[config.mk]
export PLATFORM = sky130hd
export DESIGN_NAME = labelled_frame_deframer_flat
export DESIGN_NICKNAME = d
export VERILOG_FILES = /design/src/rtl/core/lfd_pkg.sv /design/src/rtl/core/lfd_rx_if.sv /design/src/rtl/core/lfd_res_if.sv /design/src/rtl/core/lfd_cfg_regs.sv /design/src/rtl/core/lfd_frame_fsm.sv /design/src/rtl/core/lfd_out_stage.sv /design/src/rtl/core/labelled_frame_deframer.sv /design/src/flat_wrapper.sv
export SDC_FILE = /design/constraint.sdc
export NUM_CORES = 1
export LEC_CHECK = 0
export ABC_CLOCK_PERIOD_IN_PS = 3900
export BUFFER_PORTS_ARGS = -buffer_cell sky130_fd_sc_hd__buf_2
export CAP_MARGIN = 20
export CORE_MARGIN = 3
export CORE_UTILIZATION = 51
export CTS_BUF_LIST = sky130_fd_sc_hd__clkbuf_16
export CTS_CLUSTER_DIAMETER = 120
export DETAILED_ROUTE_END_ITERATION = 6
export GPL_TIMING_DRIVEN = 0
export PLACE_DENSITY = 0.75
export REMOVE_ABC_BUFFERS = 1
export SYNTH_ARGS = -nofsm -noshare
export SYNTH_HDL_FRONTEND = slang
export SYNTH_HIERARCHICAL = 1
export SYNTH_SLANG_ARGS = --single-unit
[constraint.sdc]
create_clock -name i_clk -period 3.9 [get_ports i_clk]
set_input_delay 0.195 -clock i_clk [delete_from_list [all_inputs] [get_ports i_clk]]
set_output_delay 0.195 -clock i_clk [all_outputs]
set_load 0.05 [all_outputs]
[src/rtl/core/lfd_pkg.sv]
`timescale 1ns / 1ps

package lfd_pkg;

    // Configuration port geometry.
    localparam int CFG_IDX_W  = 3;
    localparam int CFG_DATA_W = 16;

    // Register indexes on the configuration port.
    localparam logic [CFG_IDX_W-1:0] CFG_START_CODE   = 3'd0;
    localparam logic [CFG_IDX_W-1:0] CFG_END_CODE     = 3'd1;
    localparam logic [CFG_IDX_W-1:0] CFG_WANTED_LABEL = 3'd2;
    localparam logic [CFG_IDX_W-1:0] CFG_MAX_LENGTH   = 3'd3;
    localparam logic [CFG_IDX_W-1:0] CFG_COPY_LENGTH  = 3'd4;

    // Register values after reset.
    localparam logic [7:0]  START_CODE_RST   = 8'd126;
    localparam logic [7:0]  END_CODE_RST     = 8'd231;
    localparam logic [7:0]  WANTED_LABEL_RST = 8'd3;
    localparam logic [15:0] MAX_LENGTH_RST   = 16'd600;
    localparam logic [15:0] COPY_LENGTH_RST  = 16'd600;

    // Input request kinds.
    localparam logic REQ_BYTE    = 1'b0;
    localparam logic REQ_TIMEOUT = 1'b1;

    // Result kinds.
    localparam logic KIND_BYTE   = 1'b0;
    localparam logic KIND_STATUS = 1'b1;

    // Frame completion status codes.
    localparam logic [1:0] ST_OK      = 2'd0;
    localparam logic [1:0] ST_TIMEOUT = 2'd1;
    localparam logic [1:0] ST_TOOLONG = 2'd2;
    localparam logic [1:0] ST_BADEND  = 2'd3;

    typedef struct packed {
        logic [7:0]  start_code;
        logic [7:0]  stop_code;
        logic [7:0]  wanted_label;
        logic [15:0] max_length;
        logic [15:0] copy_length;
    } t_cfg;

    typedef struct packed {
        logic        out_kind;
        logic [7:0]  out_byte;
        logic [1:0]  status;
        logic [15:0] frame_length;
    } t_result;

endpackage

[src/rtl/core/lfd_rx_if.sv]
`timescale 1ns / 1ps

interface lfd_rx_if;
    logic       valid;
    logic       ready;
    logic       req_type;
    logic [7:0] rx_byte;

    modport source (output valid, output req_type, output rx_byte, input ready);
    modport sink   (input valid, input req_type, input rx_byte, output ready);
endinterface

[src/rtl/core/lfd_res_if.sv]
`timescale 1ns / 1ps

interface lfd_res_if;
    logic        valid;
    logic        ready;
    logic        out_kind;
    logic [7:0]  out_byte;
    logic [1:0]  status;
    logic [15:0] frame_length;

    modport source (output valid, output out_kind, output out_byte, output status,
                    output frame_length, input ready);
    modport sink   (input valid, input out_kind, input out_byte, input status,
                    input frame_length, output ready);
endinterface

[src/rtl/core/lfd_cfg_regs.sv]
`timescale 1ns / 1ps

module lfd_cfg_regs (
    input  logic                            i_clk,
    input  logic                            i_rst_n,
    input  logic                            i_cfg_we,
    input  logic [lfd_pkg::CFG_IDX_W-1:0]   i_cfg_idx,
    input  logic [lfd_pkg::CFG_DATA_W-1:0]  i_cfg_data,
    output lfd_pkg::t_cfg                   o_cfg
);

    lfd_pkg::t_cfg r_cfg;
    lfd_pkg::t_cfg n_cfg;

    always_comb begin
        n_cfg = r_cfg;
        if (i_cfg_we) begin
            unique case (i_cfg_idx)
                lfd_pkg::CFG_START_CODE:   n_cfg.start_code   = i_cfg_data[7:0];
                lfd_pkg::CFG_END_CODE:     n_cfg.stop_code    = i_cfg_data[7:0];
                lfd_pkg::CFG_WANTED_LABEL: n_cfg.wanted_label = i_cfg_data[7:0];
                lfd_pkg::CFG_MAX_LENGTH:   n_cfg.max_length   = i_cfg_data;
                lfd_pkg::CFG_COPY_LENGTH:  n_cfg.copy_length  = i_cfg_data;
                default:                   n_cfg = r_cfg;
            endcase
        end
    end

    always_ff @(posedge i_clk) begin
        if (!i_rst_n) begin
            r_cfg.start_code   <= lfd_pkg::START_CODE_RST;
            r_cfg.stop_code    <= lfd_pkg::END_CODE_RST;
            r_cfg.wanted_label <= lfd_pkg::WANTED_LABEL_RST;
            r_cfg.max_length   <= lfd_pkg::MAX_LENGTH_RST;
            r_cfg.copy_length  <= lfd_pkg::COPY_LENGTH_RST;
        end else begin
            r_cfg <= n_cfg;
        end
    end

    assign o_cfg = r_cfg;

endmodule

[src/rtl/core/lfd_frame_fsm.sv]
`timescale 1ns / 1ps

module lfd_frame_fsm (
    input  logic              i_clk,
    input  logic              i_rst_n,
    input  lfd_pkg::t_cfg     i_cfg,
    input  logic              i_rx_valid,
    input  logic              i_req_type,
    input  logic [7:0]        i_rx_byte,
    output logic              o_rx_ready,
    input  logic              i_res_space,
    output logic              o_res_load,
    output lfd_pkg::t_result  o_res
);

    localparam logic [2:0] PH_HUNT    = 3'd0;
    localparam logic [2:0] PH_LABEL   = 3'd1;
    localparam logic [2:0] PH_LEN_LO  = 3'd2;
    localparam logic [2:0] PH_LEN_HI  = 3'd3;
    localparam logic [2:0] PH_PAYLOAD = 3'd4;
    localparam logic [2:0] PH_END     = 3'd5;

    // Input register.
    logic       r_item_vld;
    logic       r_req_type;
    logic [7:0] r_rx_byte;

    // Frame state.
    logic [2:0]  r_phase, n_phase;
    logic [15:0] r_len,   n_len;
    logic [15:0] r_seen,  n_seen;

    logic             advance;
    logic             res_hit;
    logic [15:0]      seen_inc;
    logic [15:0]      hdr_len;
    lfd_pkg::t_result res;

    // The registered item moves on whenever the result register can take it.
    assign advance    = r_item_vld && i_res_space;
    assign o_rx_ready = !r_item_vld || advance;

    assign seen_inc = r_seen + 16'd1;
    assign hdr_len  = {r_rx_byte, r_len[7:0]};

    always_comb begin
        n_phase = r_phase;
        n_len   = r_len;
        n_seen  = r_seen;
        res_hit = 1'b0;
        res     = '0;
        if (r_req_type == lfd_pkg::REQ_TIMEOUT) begin
            res_hit          = 1'b1;
            res.out_kind     = lfd_pkg::KIND_STATUS;
            res.status       = lfd_pkg::ST_TIMEOUT;
            res.frame_length = (r_phase == PH_PAYLOAD || r_phase == PH_END) ? r_len : 16'd0;
            n_phase          = PH_HUNT;
            n_len            = 16'd0;
            n_seen           = 16'd0;
        end else begin
            unique case (r_phase)
                PH_HUNT: begin
                    if (r_rx_byte == i_cfg.start_code) begin
                        n_phase = PH_LABEL;
                    end
                end
                PH_LABEL: begin
                    // A matching label wins even when it equals the start code.
                    if (r_rx_byte == i_cfg.wanted_label) begin
                        n_phase = PH_LEN_LO;
                    end else if (r_rx_byte != i_cfg.start_code) begin
                        n_phase = PH_HUNT;
                    end
                end
                PH_LEN_LO: begin
                    n_len   = {8'd0, r_rx_byte};
                    n_phase = PH_LEN_HI;
                end
                PH_LEN_HI: begin
                    n_seen = 16'd0;
                    if (hdr_len > i_cfg.max_length) begin
                        res_hit          = 1'b1;
                        res.out_kind     = lfd_pkg::KIND_STATUS;
                        res.status       = lfd_pkg::ST_TOOLONG;
                        res.frame_length = hdr_len;
                        n_phase          = PH_HUNT;
                        n_len            = 16'd0;
                    end else begin
                        n_len   = hdr_len;
                        n_phase = (hdr_len == 16'd0) ? PH_END : PH_PAYLOAD;
                    end
                end
                PH_PAYLOAD: begin
                    if (r_seen < i_cfg.copy_length) begin
                        res_hit          = 1'b1;
                        res.out_kind     = lfd_pkg::KIND_BYTE;
                        res.out_byte     = r_rx_byte;
                        res.status       = lfd_pkg::ST_OK;
                        res.frame_length = r_len;
                    end
                    n_seen = seen_inc;
                    if (seen_inc >= r_len) begin
                        n_phase = PH_END;
                    end
                end
                PH_END: begin
                    res_hit          = 1'b1;
                    res.out_kind     = lfd_pkg::KIND_STATUS;
                    res.status       = (r_rx_byte == i_cfg.stop_code) ? lfd_pkg::ST_OK
                                                                       : lfd_pkg::ST_BADEND;
                    res.frame_length = r_len;
                    n_phase          = PH_HUNT;
                    n_len            = 16'd0;
                    n_seen           = 16'd0;
                end
                default: begin
                    n_phase = PH_HUNT;
                    n_len   = 16'd0;
                    n_seen  = 16'd0;
                end
            endcase
        end
    end

    always_ff @(posedge i_clk) begin
        if (!i_rst_n) begin
            r_item_vld <= 1'b0;
            r_phase    <= PH_HUNT;
            r_len      <= 16'd0;
            r_seen     <= 16'd0;
        end else begin
            if (o_rx_ready) begin
                r_item_vld <= i_rx_valid;
            end
            if (advance) begin
                r_phase <= n_phase;
                r_len   <= n_len;
                r_seen  <= n_seen;
            end
        end
    end

    always_ff @(posedge i_clk) begin
        if (o_rx_ready && i_rx_valid) begin
            r_req_type <= i_req_type;
            r_rx_byte  <= i_rx_byte;
        end
    end

    assign o_res_load = advance && res_hit;
    assign o_res      = res;

endmodule

[src/rtl/core/lfd_out_stage.sv]
`timescale 1ns / 1ps

module lfd_out_stage (
    input  logic              i_clk,
    input  logic              i_rst_n,
    input  logic              i_load,
    input  lfd_pkg::t_result  i_res,
    output logic              o_space,
    output logic              o_valid,
    input  logic              i_ready,
    output lfd_pkg::t_result  o_res
);

    logic             r_vld;
    lfd_pkg::t_result r_res;

    // Room for a new result when empty or when the held one leaves this cycle.
    assign o_space = !r_vld || i_ready;

    always_ff @(posedge i_clk) begin
        if (!i_rst_n) begin
            r_vld <= 1'b0;
        end else if (o_space) begin
            r_vld <= i_load;
        end
    end

    always_ff @(posedge i_clk) begin
        if (o_space && i_load) begin
            r_res <= i_res;
        end
    end

    assign o_valid = r_vld;
    assign o_res   = r_res;

endmodule

[src/rtl/core/labelled_frame_deframer.sv]
`timescale 1ns / 1ps
// A beat accepted on i_rx passes the input register, then the result register, to
// reach o_res; beats that cause no result are simply consumed. Throughput: one rx
// beat per cycle unless o_res stalls, set by the single frame state update per cycle.
// Reset: i_rst_n is synchronous and active low; it empties both pipeline registers,
// returns the parser to start-code hunting and each config register to its default.

module labelled_frame_deframer (
    input  logic                            i_clk,
    input  logic                            i_rst_n,
    lfd_rx_if.sink                          i_rx,
    lfd_res_if.source                       o_res,
    input  logic                            i_cfg_we,
    input  logic [lfd_pkg::CFG_IDX_W-1:0]   i_cfg_idx,
    input  logic [lfd_pkg::CFG_DATA_W-1:0]  i_cfg_data
);

    // The frame format is: start code, label, length low byte, length high byte,
    // payload, end code. Leading payload bytes are forwarded as tentative beats
    // as they arrive; the closing status beat tells whether they are good.

    lfd_pkg::t_cfg    cfg;
    lfd_pkg::t_result fsm_res;
    lfd_pkg::t_result out_res;
    logic             res_load;
    logic             res_space;
    logic             res_valid;

    // Register file. Writes are expected only while the block is idle, so the
    // parser always sees a consistent set of values.
    lfd_cfg_regs u_cfg (
        .i_clk      (i_clk),
        .i_rst_n    (i_rst_n),
        .i_cfg_we   (i_cfg_we),
        .i_cfg_idx  (i_cfg_idx),
        .i_cfg_data (i_cfg_data),
        .o_cfg      (cfg)
    );

    // Input register plus the frame parser. The parser advances one rx beat per
    // cycle whenever the result register has room for whatever that beat yields.
    lfd_frame_fsm u_fsm (
        .i_clk       (i_clk),
        .i_rst_n     (i_rst_n),
        .i_cfg       (cfg),
        .i_rx_valid  (i_rx.valid),
        .i_req_type  (i_rx.req_type),
        .i_rx_byte   (i_rx.rx_byte),
        .o_rx_ready  (i_rx.ready),
        .i_res_space (res_space),
        .o_res_load  (res_load),
        .o_res       (fsm_res)
    );

    // Result register. While it holds a stalled result the parser waits, even
    // for beats that produce nothing, and resumes in the cycle the result leaves.
    lfd_out_stage u_out (
        .i_clk   (i_clk),
        .i_rst_n (i_rst_n),
        .i_load  (res_load),
        .i_res   (fsm_res),
        .o_space (res_space),
        .o_valid (res_valid),
        .i_ready (o_res.ready),
        .o_res   (out_res)
    );

    assign o_res.valid        = res_valid;
    assign o_res.out_kind     = out_res.out_kind;
    assign o_res.out_byte     = out_res.out_byte;
    assign o_res.status       = out_res.status;
    assign o_res.frame_length = out_res.frame_length;

endmodule

[src/flat_wrapper.sv]
// flat-port wrapper written by rule: the top's interface ports become plain ports
module labelled_frame_deframer_flat 
  (i_clk, i_rst_n, i_cfg_we, i_cfg_idx, i_cfg_data, i_rx_valid, i_rx_req_type, i_rx_rx_byte, i_rx_ready, o_res_valid, o_res_out_kind, o_res_out_byte, o_res_status, o_res_frame_length, o_res_ready);
  lfd_rx_if i_rx_i ();
  lfd_res_if o_res_i ();
  input  logic i_clk;
  input  logic i_rst_n;
  input  logic i_cfg_we;
  input  logic [lfd_pkg::CFG_IDX_W-1:0] i_cfg_idx;
  input  logic [lfd_pkg::CFG_DATA_W-1:0] i_cfg_data;
  input wire logic [$bits(i_rx_i.valid)-1:0] i_rx_valid;
  input wire logic [$bits(i_rx_i.req_type)-1:0] i_rx_req_type;
  input wire logic [$bits(i_rx_i.rx_byte)-1:0] i_rx_rx_byte;
  output wire logic [$bits(i_rx_i.ready)-1:0] i_rx_ready;
  output wire logic [$bits(o_res_i.valid)-1:0] o_res_valid;
  output wire logic [$bits(o_res_i.out_kind)-1:0] o_res_out_kind;
  output wire logic [$bits(o_res_i.out_byte)-1:0] o_res_out_byte;
  output wire logic [$bits(o_res_i.status)-1:0] o_res_status;
  output wire logic [$bits(o_res_i.frame_length)-1:0] o_res_frame_length;
  input wire logic [$bits(o_res_i.ready)-1:0] o_res_ready;
  assign i_rx_i.valid = i_rx_valid;
  assign i_rx_i.req_type = i_rx_req_type;
  assign i_rx_i.rx_byte = i_rx_rx_byte;
  assign i_rx_ready = i_rx_i.ready;
  assign o_res_valid = o_res_i.valid;
  assign o_res_out_kind = o_res_i.out_kind;
  assign o_res_out_byte = o_res_i.out_byte;
  assign o_res_status = o_res_i.status;
  assign o_res_frame_length = o_res_i.frame_length;
  assign o_res_i.ready = o_res_ready;
  labelled_frame_deframer u_core (.i_clk(i_clk), .i_rst_n(i_rst_n), .i_rx(i_rx_i), .o_res(o_res_i), .i_cfg_we(i_cfg_we), .i_cfg_idx(i_cfg_idx), .i_cfg_data(i_cfg_data));
endmodule
==> impl_results.md, run 1 <==
- Initial antenna violation count: 0
- Crit Path Max Fanout: 7
- # setup viols final: 0
- Total power: 3.14 mW
- Initial DRC count: 392
- Cell Area, Placed: 7360 um2
- Max-slew headroom: 31.9%
- Grt total ovfl: 0
- CP Class: register to register
- Reg area: 2940 um2
- I/O Buffers: 61
- Startpoint Class: register
- Worst path arrival time: 3810 ps
- Min cycle time layout: 3490 ps
- DR pass1 iterations: 5
- Worst-Skew Late Latency: 430 ps
- Synth area leader: dfxtp_1
- Avg Synthesized Cell Area: 9.57 um2
- CP endpoint kind: register
- # Max-Cap Violations: 0
- Die Span Y: 123 um
- Post-DR wirelength/cell: 17.2 um
- Count of cell types in the netlist: 67
- Status: complete, no violations
- Final WL: 16900 um
- Final WS setup: 408 ps
- Slew Viols, Final: 0
- Root buf cell: clkbuf_16
- # diodes: 0
- Top-count cell post-synth: dfxtp_1
- Vias in the first global route: 5332
- GPL Wtd Cong: 0.916
- Leakage power: 3.32 nW
- Total GRT Usage: 23.5%
- H-tree Lvls: 4
- Async set or reset register ratio after synthesis: 0%
- Initial cell density of the core: 52.6%
- Die Wd: 123 um
- Nets: 870
- Final TNS setup: 0 ps
- Cell Rows: 42
- Dpl hpwl: 12000 um
- Most common library cells after synthesis: dfxtp_1, nand2_1, mux2i_1, ha_1, inv_1
- Final instance area: 8000 um2
- TritonCTS clock tree: built
- Layout Utilization: 59.9%
- Worst clock skew: 9.70 ps
- Area of the multi-input gates: 3670 um2
- CTS Buf Count: 17
- Clock slew at reported path FFs: 60 ps
- IO Pins: 62
- DRC Markers: 0
- Share of layout cells above drive strength 1: 14.0%
- # hold bufs at CTS: 9
- Pwr dens: 393 nW/um2
- Clock Sinks: 129
- Post-synthesis register bit count: 129
- Actual slew at the worst max-slew pin: 1020 ps
- Mapped Cells: 734
- Max Clock Freq: 286 MHz
- First-pass GRT wire length: 27100 um
- Core area: 13300 um2
- Post-Place Worst Slack: 474 ps
- Cell area after synthesis: 7030 um2
- Vias per std cell: 5.61
- Required @ worst endpoint: 4220 ps
- Final Hold Viols: 0
- Peak supply drop: 0.235 mV
- HP Class: input pin to register
- Fin crit share: 89.5%
- Vias: 5490
- Post-CTS setup repair buffer count: 0
- Cts repair resizes: 0
- Seq/Total Area, Yosys: 41.9%
- Clock Path Buffers: 2
- Top cells by area, synth: dfxtp_1, edfxtp_1, mux2i_1
- Largest net degree at the start of global routing: 115
- RSZ-0062 raised after global routing: no
- EDFF count, synth: 36
- Fill cells: 1146
- Area delta synth->final: 13.9%
- Post-route ant nets: 0
- Ys flop type: dfxtp_1
- Die Area: 15200 um2
- Number of synthesis warnings: 6
- Top cell type's share of synthesized area: 26.5%
-- final timing paths --
check                                       startpoint                       to  slack, ps  cells past startpoint
worst max-delay path            u_core/u_fsm/r_seen[0]  u_core/u_fsm/r_phase[0]        410                     11
worst min-delay path                     i_cfg_data[6]   u_core/u_cfg/o_cfg[38]         20                      3
worst max register to register  u_core/u_fsm/r_seen[0]  u_core/u_fsm/r_phase[0]        410                     11
worst min register to register  u_core/u_cfg/o_cfg[24]   u_core/u_cfg/o_cfg[24]        460                      2
-- sequential cells by signal (all words and copies together) (netlist names) --
signal,cells
u_core/u_out/o_valid,1
u_core/u_cfg/o_cfg,56
u_core/u_fsm/r_len,16
u_core/u_out/o_res,27
u_core/u_fsm/r_req_type,1
u_core/u_fsm/r_item_vld,1
u_core/u_fsm/r_phase,3
u_core/u_fsm/r_seen,16
u_core/u_fsm/r_rx_byte,8
-- metrics by stage --
stage / cells / hold slack [ps]
after CTS: 977 / 12.9
final: 978 / 24.6
after global routing: 978 / 38.1
after detailed placement: 936 / 373
after floorplan: 697 / 294
after global placement: 934 / 374
-- cell families (layout without fill, tap and decap cells) --
group | count (synthesis) | in the layout | synth area share [%]
AOI/OAI and AO/OA | 105 | 105 | 10.0
xor gates and xnor gates | 38 | 38 | 4.74
adders and majority gates | 48 | 48 | 8.55
buffers and inverters | 87 | 155 | 5.81
DFF | 129 | 129 | 41.9
muxes | 63 | 63 | 8.98
and+or+nand+nor | 264 | 264 | 20.0
-- cell type report --
type / count / area share [%]
Multi-Input combinational cell: 518 / 45.9
Inverter: 50 / 2.35
Sequential cell: 129 / 36.8
Clock inverter: 15 / 1.50
Timing Repair Buffer: 73 / 5.35
Tap cell: 176 / 2.75
Clock buffer: 17 / 5.32
-- cells in the final DEF (no fill, tap or decap), types with 10 or more instances in the layout --
cell type | netlist | final
edfxtp_1 | 36 | 36
xnor2_1 | 17 | 17
nand2_1 | 91 | 91
nor2_1 | 32 | 32
nand2b_1 | 17 | 17
mux2i_1 | 63 | 63
xor2_1 | 21 | 21
nand4_1 | 11 | 11
dfxtp_1 | 93 | 93
a21oi_1 | 28 | 28
nor2b_1 | 47 | 47
clkbuf_16 | 0 | 17
o21ai_1 | 15 | 15
nor3_1 | 10 | 10
inv_1 | 48 | 50
ha_1 | 48 | 48
buf_2 | 10 | 60
-- report_power, final --
part	internal, mW	switching [mW]	leakage (nW)
Combinational	0.0892	0.148	1.95
Clock	0.868	0.592	0.278
Sequential	1.41	0.0384	1.09
-- routing by layer --
metal  global-route usage, %  part of all wire [%]  vias to the layer above
met4                    11.0                   3.3                        0
met2                    38.1                    48                      181
li1                        -                     -                     2668
met5                       0                     0                        -
met1                    29.8                    43                     2597
met3                    5.12                   5.3                       44
-- critical path, stage by stage, from the launching register on --
cell and delay (ps):
dfxtp_1 430, ha_1 320, nand3_1 230, nor3_2 350, and3_1 270, xor2_1 160, ha_1 270, a21oi_1 140
nand2_1 60, a2111oi_0 740, a21boi_2 130, o221a_1 280
(Power assumes the default switching activity.)
==> inputs of run 2 (changes only) <==
CELL_PAD_IN_SITES_DETAIL_PLACEMENT = 1   (was unset)
CELL_PAD_IN_SITES_GLOBAL_PLACEMENT = 1   (was unset)
CORE_UTILIZATION = 47   (was 51)
PLACE_DENSITY = 0.86   (was 0.75)
==> impl_results.md, run 2 (same netlist as run 1, synthesis figures left out) <==
- CTS Buf Count: 17 (unchanged)
- HP Class: input pin to register
- Total power: 3.38 mW (+7.7%)
- Pwr dens: 417 nW/um2 (+6.2%)
- Max Clock Freq: 280 MHz (-2.4%)
- I/O Buffers: 61 (unchanged)
- H-tree Lvls: 4 (unchanged)
- Initial cell density of the core: 48.2% (-4.5 points)
- Share of layout cells above drive strength 1: 14.1% (+0.12 points)
- Initial DRC count: 362 (-7.7%)
- DP Cell Count: 945 (+0.96%)
- Min cycle time layout: 3580 ps (+85.4 ps)
- Cell Rows: 44 (+4.8%)
- Actual slew at the worst max-slew pin: 1030 ps (+11.6 ps)
- TritonCTS clock tree: built
- Vias in the first global route: 6062 (+14%)
- DRC Markers: 0 (unchanged)
- Crit Path Max Fanout: 7 (unchanged)
- Worst path arrival time: 3900 ps (+90 ps)
- Die Span Y: 128 um (+4.0%)
- Max reg flops: 56 (unchanged)
- Core area: 14600 um2 (+9.3%)
- Status: complete, no violations
- Slew Viols, Final: 0 (unchanged)
- Grt total ovfl: 0 (unchanged)
- Area delta synth->final: 15.4%
- Leakage power: 3.35 nW (+1.1%)
- IO Pins: 62 (unchanged)
- Dpl hpwl: 14600 um (+21%)
- Final TNS setup: 0 ps (unchanged)
- Nets: 870 (unchanged)
- CP endpoint kind: register
- Initial antenna violation count: 0 (unchanged)
- Vias per std cell: 5.78 (+3.0%)
- Die Wd: 128 um (+4.0%)
- Final Hold Viols: 0 (unchanged)
- Largest net degree at the start of global routing: 100 (-13%)
- Post-route ant nets: 0 (unchanged)
- Die Area: 16500 um2 (+8.1%)
- # setup viols final: 0 (unchanged)
- # Max-Cap Violations: 0 (unchanged)
- Clock Sinks: 129 (unchanged)
- # diodes: 0 (unchanged)
- Post-DR wirelength/cell: 21.3 um (+24%)
- First-pass GRT wire length: 33000 um (+22%)
- Final WL: 21000 um (+25%)
- Total GRT Usage: 26.3% (+2.8 points)
- Worst-Skew Late Latency: 430 ps (about the same)
- DR pass1 iterations: 4 (-1)
- RSZ-0062 raised after global routing: no
- Fin crit share: 91.7% (+2.2 points)
- Max-slew headroom: 31.1% (-0.77 points)
- Worst clock skew: 8.73 ps (-0.965 ps)
- Most common cell after layout, fill and taps aside: dfxtp_1
- Root buf cell: clkbuf_16
- Required @ worst endpoint: 4220 ps (about the same)
- Most frequent cells in the layout: dfxtp_1, nand2_1, mux2i_1, buf_2, inv_1
- Cts repair resizes: 0 (unchanged)
- Clock slew at reported path FFs: 60 ps (about the same)
- Peak supply drop: 0.286 mV (+22%)
- Final Non-Filler Cells: 986 (+0.82%)
- Clock Path Buffers: 2 (unchanged)
- Startpoint Class: register
- Vias: 5700 (+3.8%)
- GPL Wtd Cong: 0.916 (about the same)
- CP Class: register to register
- Reg2reg setup slack: 320 ps (-90 ps)
-- run 2: area by class of cell --
| type | count | area [um2] |
|---|---|---|
| Fill cell | 1617 | 6480 |
| Multi-Input combinational cell | 518 | 3680 |
| Sequential cell | 129 | 2940 |
| Timing Repair Buffer | 73 | 452 |
| Clock buffer | 17 | 425 |
| Tap cell | 184 | 230 |
| Clock inverter | 15 | 190 |
| Inverter | 50 | 188 |
-- run 2: what timing repair did --
| action | in CTS | in global routing |
|---|---|---|
| hold endpoints to repair | 9 | 0 |
| setup buffers | 0 | 0 |
| hold buffers | 9 | 0 |
| endpoints found under the setup margin | 0 | 0 |
-- run 2: critical path, cell delays in order (launching register included) --
cell	delay, ps
dfxtp_1	460
and3_1	260
and3_1	300
nand3_1	200
or2_1	310
xnor2_1	200
ha_1	280
a21o_1	170
nand3_1	70
a21oi_1	70
a2111oi_0	730
a21boi_2	150
o221a_1	280
-- run 2: metrics by stage --
stage	worst slack [ps]	hold slack (ps)	util, %	cell area [um2]
finish	323	39.8	55.6	8110
global route	127	37.3	55.6	8110
CTS	324	24.5	55.6	8110
detailed placement	401	374	50.7	7400
global placement	467	374	50.3	7340
floorplan	1080	294	-	6810
-- run 2: metal layers --
metal	wire length (um)	track usage, %	vias to the layer above
met5	0	0	-
met4	560	10.5	0
met3	1110	5.42	50
met2	10800	46.7	142
met1	8520	30.9	2845
li1	-	-	2663
-- run 2: worst paths after layout --
check                                               end  depth (start not counted)              startpoint
worst max-delay path            u_core/u_fsm/r_phase[0]                         12  u_core/u_fsm/r_seen[2]
worst min-delay path            u_core/u_fsm/r_item_vld                          3              i_rx_valid
worst max register to register  u_core/u_fsm/r_phase[0]                         12  u_core/u_fsm/r_seen[2]
worst min register to register   u_core/u_cfg/o_cfg[10]                          2  u_core/u_cfg/o_cfg[10]
-- run 2: power breakdown --
part / switching [mW] / total, mW / internal [mW]
registers: 0.0412 / 1.45 / 1.41
clock network: 0.620 / 1.68 / 1.06
logic: 0.160 / 0.253 / 0.0924
total: 0.821 / 3.38 / 2.56
